--- src/tssw_pkg.sv ---
`default_nettype none

package tssw_pkg;

	// coordinate and slope formats
	localparam int COORD_BITS      = 16;
	localparam int COORD_FRAC_BITS = 4;
	localparam int SLOPE_FRAC_BITS = 16;
	localparam int SLOPE_BITS      = 32;

	// derived widths
	localparam int DIFF_BITS = COORD_BITS + 1;
	localparam int NUM_BITS  = COORD_BITS + SLOPE_FRAC_BITS;
	localparam int CNT_BITS  = $clog2(NUM_BITS);
	localparam int SAT_W     = ((NUM_BITS > SLOPE_BITS) ? NUM_BITS : SLOPE_BITS) + 1;
	localparam int PROD_W    = SLOPE_BITS + DIFF_BITS;
	localparam int PSH_W     = PROD_W - SLOPE_FRAC_BITS;
	localparam int SUM_W     = PSH_W + 1;

	typedef logic signed [COORD_BITS-1:0] coord_t;
	typedef logic signed [DIFF_BITS-1:0]  diff_t;
	typedef logic signed [SLOPE_BITS-1:0] slope_t;
	typedef logic [NUM_BITS-1:0]          quot_t;
	typedef logic [COORD_BITS-1:0]        rem_t;
	typedef logic [CNT_BITS-1:0]          cnt_t;
	typedef logic signed [PROD_W-1:0]     prod_t;
	typedef logic signed [PSH_W-1:0]      psh_t;
	typedef logic signed [SUM_W-1:0]      sum_t;

	// opcodes
	localparam logic OP_LOAD = 1'b0;
	localparam logic OP_STEP = 1'b1;

	typedef enum logic [1:0] {
		PH_IDLE  = 2'd0,
		PH_UPPER = 2'd1,
		PH_LOWER = 2'd2
	} phase_t;

	typedef enum logic {
		DST_LONG,
		DST_SHORT
	} div_dst_t;

	typedef enum logic [3:0] {
		ST_IDLE,
		ST_SORT,
		ST_LONG,
		ST_DIV,
		ST_DIV_END,
		ST_MUL_R,
		ST_EDGE_R,
		ST_MUL_L,
		ST_EDGE_L,
		ST_ADV,
		ST_EMIT
	} state_t;

	// one whole row in coordinate units
	localparam diff_t ROW_STEP = diff_t'(1 << COORD_FRAC_BITS);

	// slope saturation limits
	localparam logic [SAT_W-1:0] SLOPE_POS_MAG =
		{{(SAT_W-SLOPE_BITS+1){1'b0}}, {(SLOPE_BITS-1){1'b1}}};
	localparam logic [SAT_W-1:0] SLOPE_NEG_MAG =
		{{(SAT_W-SLOPE_BITS){1'b0}}, 1'b1, {(SLOPE_BITS-1){1'b0}}};
	localparam slope_t SLOPE_MAX = {1'b0, {(SLOPE_BITS-1){1'b1}}};
	localparam slope_t SLOPE_MIN = {1'b1, {(SLOPE_BITS-1){1'b0}}};

	// edge x saturation limits
	localparam sum_t X_MAX = {{(SUM_W-COORD_BITS+1){1'b0}}, {(COORD_BITS-1){1'b1}}};
	localparam sum_t X_MIN = {{(SUM_W-COORD_BITS+1){1'b1}}, {(COORD_BITS-1){1'b0}}};

	// sign and saturate an unsigned quotient into a slope
	function automatic slope_t slope_sat(quot_t q, logic neg, logic dz);
		logic [SAT_W-1:0] qw;
		logic [SAT_W-1:0] qn;
		slope_t           r;
		qw = SAT_W'(q);
		qn = -qw;
		if (dz) begin
			r = '0;
		end else if (!neg) begin
			r = (qw > SLOPE_POS_MAG) ? SLOPE_MAX : qw[SLOPE_BITS-1:0];
		end else begin
			r = (qw > SLOPE_NEG_MAG) ? SLOPE_MIN : qn[SLOPE_BITS-1:0];
		end
		return r;
	endfunction

	// floor shift of the product, add start x, saturate
	function automatic coord_t edge_sat(prod_t p, coord_t x0);
		psh_t   ps;
		sum_t   s;
		coord_t r;
		ps = psh_t'(p >>> SLOPE_FRAC_BITS);
		s  = sum_t'(ps) + sum_t'(x0);
		if (s > X_MAX) begin
			r = X_MAX[COORD_BITS-1:0];
		end else if (s < X_MIN) begin
			r = X_MIN[COORD_BITS-1:0];
		end else begin
			r = s[COORD_BITS-1:0];
		end
		return r;
	endfunction

endpackage

`default_nettype wire

--- src/triangle_scanline_span_walker.sv ---
`default_nettype none

// channel   direction  beat marked by            fields
// ------    ---------  ------------------------  ---------------------------------------
// command   in         start high, busy low      opcode, vert_{a,b,c}_{x,y}
// result    out        result_strobe, one cycle  span_valid, span_row, x_left,
//                                                x_right, last_span
//
// load: sort steps, a set-up state, then restoring divisions of 32 steps each
// on the one shared divider with a store state after each (the long slope, then
// a short one; the long slope only when all three y are equal); no result beat.
// step: two passes through the shared multiplier and saturating adder (right
// edge, then left edge), row advance, result beat; the divider forms the new
// short slope on the turn into the lower half. step with no walk: result beat only.
// asynchronous reset leaves no triangle loaded; no clearing pass.
// the receiver cannot stall: each result beat lasts exactly one cycle.

module triangle_scanline_span_walker (
	input  wire logic            clk,
	input  wire logic            arst_n,
	input  wire logic            start,
	output logic                 busy,
	input  wire logic            opcode,
	input  wire tssw_pkg::coord_t vert_a_x,
	input  wire tssw_pkg::coord_t vert_a_y,
	input  wire tssw_pkg::coord_t vert_b_x,
	input  wire tssw_pkg::coord_t vert_b_y,
	input  wire tssw_pkg::coord_t vert_c_x,
	input  wire tssw_pkg::coord_t vert_c_y,
	output logic                 result_strobe,
	output logic                 span_valid,
	output tssw_pkg::coord_t     span_row,
	output tssw_pkg::coord_t     x_left,
	output tssw_pkg::coord_t     x_right,
	output logic                 last_span
);
	import tssw_pkg::*;

	state_t   state_q, state_d;
	logic [1:0] sort_cnt_q;
	phase_t   phase_q;
	div_dst_t dst_q;
	logic     step_q;

	// sorted vertices: 0 min, 1 mid, 2 max
	coord_t vx0_q, vy0_q, vx1_q, vy1_q, vx2_q, vy2_q;
	slope_t long_slope_q, short_slope_q;
	coord_t row_q;

	// divider
	logic  div_neg_q, div_dz_q;
	quot_t div_num_q;
	rem_t  div_dvs_q, div_rem_q;
	cnt_t  div_cnt_q;

	// multiplier result
	prod_t prod_q;

	// result registers
	logic   span_valid_q, last_span_q;
	coord_t span_row_q, x_left_q, x_right_q;

	// combinational helpers
	logic   walk_on, top_flat, bot_flat, upper_more, lower_more;
	diff_t  next_row;
	logic   div_go;
	diff_t  div_dx, div_dy, div_mag;
	slope_t mul_a;
	diff_t  mul_b;
	coord_t short_x0;
	coord_t short_y0;
	slope_t div_slope;
	logic [COORD_BITS:0]   rem_shift;
	logic [COORD_BITS+1:0] trial;

	// walk conditions
	always_comb begin
		walk_on    = (phase_q == PH_UPPER) || (phase_q == PH_LOWER);
		top_flat   = (vy1_q == vy0_q);
		bot_flat   = (vy2_q == vy1_q);
		next_row   = diff_t'(row_q) + ROW_STEP;
		upper_more = next_row < diff_t'(vy1_q);
		lower_more = next_row < diff_t'(vy2_q);
		short_x0   = (phase_q == PH_UPPER) ? vx0_q : vx1_q;
		short_y0   = (phase_q == PH_UPPER) ? vy0_q : vy1_q;
	end

	// next state
	always_comb begin
		state_d = state_q;
		unique case (state_q)
			ST_IDLE: begin
				if (start) begin
					if (opcode == OP_LOAD) begin
						state_d = ST_SORT;
					end else begin
						state_d = walk_on ? ST_MUL_R : ST_EMIT;
					end
				end
			end
			ST_SORT: begin
				if (sort_cnt_q == 2'd2) begin
					state_d = ST_LONG;
				end
			end
			ST_LONG:   state_d = ST_DIV;
			ST_DIV: begin
				if (div_cnt_q == '0) begin
					state_d = ST_DIV_END;
				end
			end
			ST_DIV_END: begin
				if (dst_q == DST_LONG) begin
					state_d = div_go ? ST_DIV : ST_IDLE;
				end else begin
					state_d = step_q ? ST_EMIT : ST_IDLE;
				end
			end
			ST_MUL_R:  state_d = ST_EDGE_R;
			ST_EDGE_R: state_d = ST_MUL_L;
			ST_MUL_L:  state_d = ST_EDGE_L;
			ST_EDGE_L: state_d = ST_ADV;
			ST_ADV:    state_d = div_go ? ST_DIV : ST_EMIT;
			ST_EMIT:   state_d = ST_IDLE;
			default:   state_d = ST_IDLE;
		endcase
	end

	// outputs and unit operand selection
	always_comb begin
		busy          = (state_q != ST_IDLE);
		result_strobe = (state_q == ST_EMIT);
		div_go        = 1'b0;
		div_dx        = '0;
		div_dy        = '0;
		mul_a         = long_slope_q;
		mul_b         = diff_t'(row_q) - diff_t'(vy0_q);
		unique case (state_q)
			ST_LONG: begin
				div_go = 1'b1;
				div_dx = diff_t'(vx2_q) - diff_t'(vx0_q);
				div_dy = diff_t'(vy2_q) - diff_t'(vy0_q);
			end
			ST_DIV_END: begin
				if (dst_q == DST_LONG) begin
					if (!top_flat) begin
						div_go = 1'b1;
						div_dx = diff_t'(vx1_q) - diff_t'(vx0_q);
						div_dy = diff_t'(vy1_q) - diff_t'(vy0_q);
					end else if (!bot_flat) begin
						div_go = 1'b1;
						div_dx = diff_t'(vx2_q) - diff_t'(vx1_q);
						div_dy = diff_t'(vy2_q) - diff_t'(vy1_q);
					end
				end
			end
			ST_MUL_L: begin
				mul_a = short_slope_q;
				mul_b = diff_t'(row_q) - diff_t'(short_y0);
			end
			ST_ADV: begin
				if (phase_q == PH_UPPER && !upper_more && !bot_flat) begin
					div_go = 1'b1;
					div_dx = diff_t'(vx2_q) - diff_t'(vx1_q);
					div_dy = diff_t'(vy2_q) - diff_t'(vy1_q);
				end
			end
			default: begin
			end
		endcase
		div_mag   = div_dx[DIFF_BITS-1] ? -div_dx : div_dx;
		div_slope = slope_sat(div_num_q, div_neg_q, div_dz_q);
		rem_shift = {div_rem_q, div_num_q[NUM_BITS-1]};
		trial     = {1'b0, rem_shift} - {2'b00, div_dvs_q};
	end

	// sequencer registers and datapath
	always_ff @(posedge clk or negedge arst_n) begin
		if (!arst_n) begin
			state_q       <= ST_IDLE;
			sort_cnt_q    <= '0;
			phase_q       <= PH_IDLE;
			dst_q         <= DST_LONG;
			step_q        <= 1'b0;
			vx0_q         <= '0;
			vy0_q         <= '0;
			vx1_q         <= '0;
			vy1_q         <= '0;
			vx2_q         <= '0;
			vy2_q         <= '0;
			long_slope_q  <= '0;
			short_slope_q <= '0;
			row_q         <= '0;
			div_neg_q     <= 1'b0;
			div_dz_q      <= 1'b0;
			div_num_q     <= '0;
			div_dvs_q     <= '0;
			div_rem_q     <= '0;
			div_cnt_q     <= '0;
			prod_q        <= '0;
			span_valid_q  <= 1'b0;
			last_span_q   <= 1'b0;
			span_row_q    <= '0;
			x_left_q      <= '0;
			x_right_q     <= '0;
		end else begin
			state_q <= state_d;

			// launch a division on the shared divider
			if (div_go) begin
				dst_q     <= (state_q == ST_LONG) ? DST_LONG : DST_SHORT;
				div_neg_q <= div_dx[DIFF_BITS-1];
				div_dz_q  <= (div_dy == '0);
				div_num_q <= {div_mag[COORD_BITS-1:0], {SLOPE_FRAC_BITS{1'b0}}};
				div_dvs_q <= div_dy[COORD_BITS-1:0];
				div_rem_q <= '0;
				div_cnt_q <= cnt_t'(NUM_BITS - 1);
			end

			unique case (state_q)
				// command beat
				ST_IDLE: begin
					if (start) begin
						step_q <= opcode;
						if (opcode == OP_LOAD) begin
							vx0_q      <= vert_a_x;
							vy0_q      <= vert_a_y;
							vx1_q      <= vert_b_x;
							vy1_q      <= vert_b_y;
							vx2_q      <= vert_c_x;
							vy2_q      <= vert_c_y;
							sort_cnt_q <= '0;
						end else begin
							span_valid_q <= 1'b0;
							last_span_q  <= 1'b0;
							span_row_q   <= '0;
							x_left_q     <= '0;
							x_right_q    <= '0;
						end
					end
				end
				// stable compare and swap: pairs (0,1), (1,2), (0,1)
				ST_SORT: begin
					sort_cnt_q <= sort_cnt_q + 2'd1;
					if (sort_cnt_q == 2'd1) begin
						if (vy1_q > vy2_q) begin
							vx1_q <= vx2_q;
							vy1_q <= vy2_q;
							vx2_q <= vx1_q;
							vy2_q <= vy1_q;
						end
					end else begin
						if (vy0_q > vy1_q) begin
							vx0_q <= vx1_q;
							vy0_q <= vy1_q;
							vx1_q <= vx0_q;
							vy1_q <= vy0_q;
						end
					end
				end
				// one restoring step per cycle
				ST_DIV: begin
					div_cnt_q <= div_cnt_q - cnt_t'(1);
					div_num_q <= {div_num_q[NUM_BITS-2:0], ~trial[COORD_BITS+1]};
					if (!trial[COORD_BITS+1]) begin
						div_rem_q <= trial[COORD_BITS-1:0];
					end else begin
						div_rem_q <= rem_shift[COORD_BITS-1:0];
					end
				end
				// store the slope, set up the walk after the long edge
				ST_DIV_END: begin
					if (dst_q == DST_LONG) begin
						long_slope_q <= div_slope;
						if (!top_flat) begin
							row_q   <= vy0_q;
							phase_q <= PH_UPPER;
						end else if (!bot_flat) begin
							row_q   <= vy1_q;
							phase_q <= PH_LOWER;
						end else begin
							short_slope_q <= '0;
							row_q         <= '0;
							phase_q       <= PH_IDLE;
						end
					end else begin
						short_slope_q <= div_slope;
					end
				end
				ST_MUL_R: begin
					prod_q       <= prod_t'(mul_a) * prod_t'(mul_b);
					span_valid_q <= 1'b1;
					last_span_q  <= 1'b0;
					span_row_q   <= row_q;
				end
				ST_EDGE_R: begin
					x_right_q <= edge_sat(prod_q, vx0_q);
				end
				ST_MUL_L: begin
					prod_q <= prod_t'(mul_a) * prod_t'(mul_b);
				end
				ST_EDGE_L: begin
					x_left_q <= edge_sat(prod_q, short_x0);
				end
				// advance the row or move to the next half
				ST_ADV: begin
					if (phase_q == PH_UPPER) begin
						if (upper_more) begin
							row_q <= next_row[COORD_BITS-1:0];
						end else if (!bot_flat) begin
							row_q   <= vy1_q;
							phase_q <= PH_LOWER;
						end else begin
							phase_q     <= PH_IDLE;
							last_span_q <= 1'b1;
						end
					end else begin
						if (lower_more) begin
							row_q <= next_row[COORD_BITS-1:0];
						end else begin
							phase_q     <= PH_IDLE;
							last_span_q <= 1'b1;
						end
					end
				end
				default: begin
				end
			endcase
		end
	end

	assign span_valid = span_valid_q;
	assign span_row   = span_row_q;
	assign x_left     = x_left_q;
	assign x_right    = x_right_q;
	assign last_span  = last_span_q;

`ifndef SYNTH
	// a result beat lasts one cycle and the block is idle after it
	a_strobe_single: assert property (@(posedge clk) disable iff (!arst_n)
		result_strobe |=> !result_strobe && !busy)
		else $error("result beat longer than one cycle");

	// a load never gives a result beat on the next cycle
	a_load_silent: assert property (@(posedge clk) disable iff (!arst_n)
		(start && !busy && opcode == OP_LOAD) |=> !result_strobe)
		else $error("result beat after a load");

	// the final span is always a real span
	a_last_valid: assert property (@(posedge clk) disable iff (!arst_n)
		(result_strobe && last_span) |-> span_valid)
		else $error("last span without a span");

	// a done beat carries all zero fields
	a_done_zero: assert property (@(posedge clk) disable iff (!arst_n)
		(result_strobe && !span_valid) |->
			(span_row == '0 && x_left == '0 && x_right == '0 && !last_span))
		else $error("done beat with non-zero fields");
`endif

endmodule

`default_nettype wire
--- config.mk ---
export PLATFORM = sky130hd
export DESIGN_NAME = triangle_scanline_span_walker
export DESIGN_NICKNAME = d
export VERILOG_FILES = /design/src/tssw_pkg.sv /design/src/triangle_scanline_span_walker.sv
export SDC_FILE = /design/constraint.sdc
export NUM_CORES = 2
export LEC_CHECK = 0
export BUFFER_PORTS_ARGS = -buffer_cell sky130_fd_sc_hd__buf_4
export CAP_MARGIN = 20
export CORE_ASPECT_RATIO = 0.75
export CORE_MARGIN = 3
export CORE_UTILIZATION = 45
export CTS_BUF_LIST = sky130_fd_sc_hd__clkbuf_8
export CTS_CLUSTER_DIAMETER = 40
export DETAILED_ROUTE_END_ITERATION = 10
export HOLD_SLACK_MARGIN = 0.03
export RECOVER_POWER = 100
export SLEW_MARGIN = 10
export SYNTH_ARGS = -nofsm -noshare
export SYNTH_HDL_FRONTEND = slang
export SYNTH_SLANG_ARGS = --single-unit
--- constraint.sdc ---
create_clock -name clk -period 11.1 [get_ports clk]
set_input_delay 0.555 -clock clk [delete_from_list [all_inputs] [get_ports clk]]
set_output_delay 0.555 -clock clk [all_outputs]
set_load 0.01 [all_outputs]
==> results.md <==
- Cell Rows: 100
- Syn Nets: between 6000 and 7000
- Worst Skew: about 72 ps
- Clk Latency, worst-skew pair: approximately 750 ps
- Adder-cell share of the synthesized area: 0.328
- Delay of the slowest critical-path stage: ~560 ps
- Fin. Hold Viols: 0
- Mux contribution to synthesized area: 0.0287
- Synthesis warning total: 0
- FF/Latch Area: between 8000 and 9000 um^2
- Number of enable flip-flop cells after synthesis: 0
- Flop-to-flop setup slack: approximately 550 ps
- CTS buffer count: slightly above 60
- Initial core utilization: 0.456
- Synth Flop Type: dfrtp_1
- # fillers: 9800
- Placed cell areas: a little under 50000 um^2
- Initial antenna violation count: 10
- Avg Cell Area, Syn: ~8.4 um^2
- Status: finished with violations
- Area grow syn2layout: 8.34%
- Design Area, Final: about 49000 um^2
- Synth unique cells: 98
- Post-Synth XOR/XNOR Area: 0.0381
- Slew HR: -2.07
- Largest net degree at the start of global routing: ~140
- Routed Antenna Nets: 0
- DIE WIDTH: around 370 um
- Fin nets: 6452
- Tightest Pin Transition: between 4000 and 5000 ps
- Placer congestion estimate: between 0.9 and 1
- Mapped cell area: between 40000 and 50000 um^2
- Core Region: between 90000 and 100000 um^2
- CP arrival: roughly 11000 ps
- Vias in the first global route: between 30000 and 40000
- Crit path required time: 11660 ps
- Clk buf depth: 3
- Simple logic cell fraction of the synthesized area: 0.165
- First-pass GRT wire length: ~240 mm
- Largest family of logic cells by synthesized area: adder cells
- Post-DP HPWL: about 120 mm
- Clock root buffer: clkbuf_8
- Post-route setup TNS: 0 ps
- Final setup fails: 0
- Crit start category: flop
- Max-cap violations: 16
- Number of I/O pins: roughly 150
- Die Ht: roughly 280 um
- Top cell type's share of synthesized area: 0.233
- Yosys top cell by area: fa_1
- Synth area leaders: fa_1, dfrtp_1, ha_1, inv_1, nand2_1
- 1st-iter DRT viols: between 3000 and 4000
- CTS tree: yes
- Vias: a little under 40000
- Die area: between 100000 and 150000 um^2
- Final wirelength: 153 mm
- Post-Syn Instances: approximately 5400
- Footprint of the multi-input gates: ~33000 um^2
- Crit path top cell by count: fa_1
- WL/cell: roughly 22 um
- Fin crit share: 0.950
- PortBufs: approximately 150
- Congestion Overflow GR: 0
- Most numerous cell in the Yosys netlist: inv_1
- Clock slew at reported path FFs: about 70 ps
- Avg Vias per Cell: around 5.7
- Final Critical Period: around 11000 ps
- CP Max Fanout: 30
- Critical path class: flop to flop
- Maximum operating frequency: around 95 MHz
- Drc violations: 0
- Seq/Total Area, Yosys: 0.187
- Critical-path top delay cell: fa_1
- H-tree levels: 2
- Tightest Hold Check Type: primary input to flop
- Ys async rst share: 1.00
- Post-synthesis compound-gate area fraction: 0.170
- Pre-antenna DRT Iters: 6
- Failing checks: max-capacitance violations, max-slew violations
- Max-slew violation count: 679
- Synth cell count leaders: inv_1, nand2_1, fa_1
- Post-synthesis register bit count: 340
- CP endpoint kind: flop
- Share of layout cells above drive strength 1: 0.0710
- Hold Slack: 125 ps
- Total number of clock tree sinks: 340
- Total track usage: 0.292
==> worst max-delay path: cells and delay by family (launching register included) <==
kind / cells / cell delay (ps)
and+or+nand+nor: 4 / 780
buffers and inverters: 4 / 600
muxes: 1 / 360
DFF: 1 / 390
AOI/OAI and AO/OA: 17 / 3750
xor gates and xnor gates: 1 / 150
adders and majority gates: 10 / 4310
==> worst paths after layout <==
kind,startpoint,to,depth (start not counted)
worst max-delay path,phase_q[0],prod_q[47],37
worst min-delay path,start,step_q,3
worst max register to register,phase_q[0],prod_q[47],37
worst min register to register,div_cnt_q[4],div_cnt_q[4],1
max in group asynchronous,arst_n,div_num_q[15],3
min in group asynchronous,arst_n,x_left[2],2
==> layer usage <==
layer,global-route usage,wire length (um)
met1,0.439,72700
met2,0.429,63900
met4,0.0520,2650
met5,0,14
met3,0.0721,13700
==> stage by stage <==
| step | std cells | utilization | setup slack [ps] |
|---|---|---|---|
| after floorplan | 5399 | - | 748 |
| after global placement | 6729 | 0.483 | 132 |
| after detailed placement | 6732 | 0.483 | 78.6 |
| after CTS | 6845 | 0.497 | 105 |
| after global routing | 6851 | 0.494 | -10.2 |
| final | 6851 | 0.494 | 553 |
==> registers in the layout (all words and copies together), names as in the netlist, 32 cells and up <==
| register | count |
|---|---|
| prod_q | 33 |
| short_slope_q | 32 |
| long_slope_q | 32 |
| div_num_q | 32 |
==> cell type report <==
cell class | count | area share
antenna | 1 | 0.0000507
clock buffer | 72 | 0.0201
clock inverter | 40 | 0.00644
inverter | 767 | 0.0584
multi-input combinational | 4068 | 0.678
sequential | 340 | 0.172
tap | 1326 | 0.0336
timing repair buffer | 237 | 0.0315
==> what timing repair did <==
action / CTS / global route
gates resized for setup: 1 / 13
hold endpoints to repair: 64 / 0
hold buffers: 1 / 0
pin swaps: 0 / 1
setup buffers: 0 / 1
setup endpoints to repair: 2 / 19
==> cells by family (layout without fill, tap and decap cells) <==
| group | Yosys count | in the layout |
|---|---|---|
| AOI/OAI and AO/OA | 1187 | 1187 |
| xor gates and xnor gates | 198 | 198 |
| adders and majority gates | 877 | 877 |
| buffers and inverters | 991 | 1116 |
| DFF | 340 | 340 |
| muxes | 123 | 123 |
| other | 0 | 1 |
| and+or+nand+nor | 1683 | 1683 |
==> cell usage in the layout, fill, tap and decap left out, drive strengths merged, types with 11 or more instances in the layout <==
cell type / instances
xor2: 73
nand4: 30
nor2b: 36
nand2b: 58
a311oi: 21
a22oi: 37
dfrtp: 340
clkbuf: 143
nor2: 459
o31ai: 26
or3: 21
a21oi: 324
a211o: 14
ha: 347
a31oi: 39
nand3: 87
nand2: 731
nor3: 89
nor4: 26
mux2: 61
o211ai: 55
a211oi: 35
o22ai: 26
inv: 792
and2: 60
and3: 34
a21boi: 12
mux2i: 62
a22o: 51
fa: 530
or2: 12
a221oi: 11
o21ai: 272
a221o: 15
a2111oi: 11
xnor2: 125
o21bai: 27
buf: 165
a21o: 99
o21a: 45
Power is left out: the tool's default activity adds up to more than one toggle a clock period on the data nets, which glitch-free logic cannot reach.
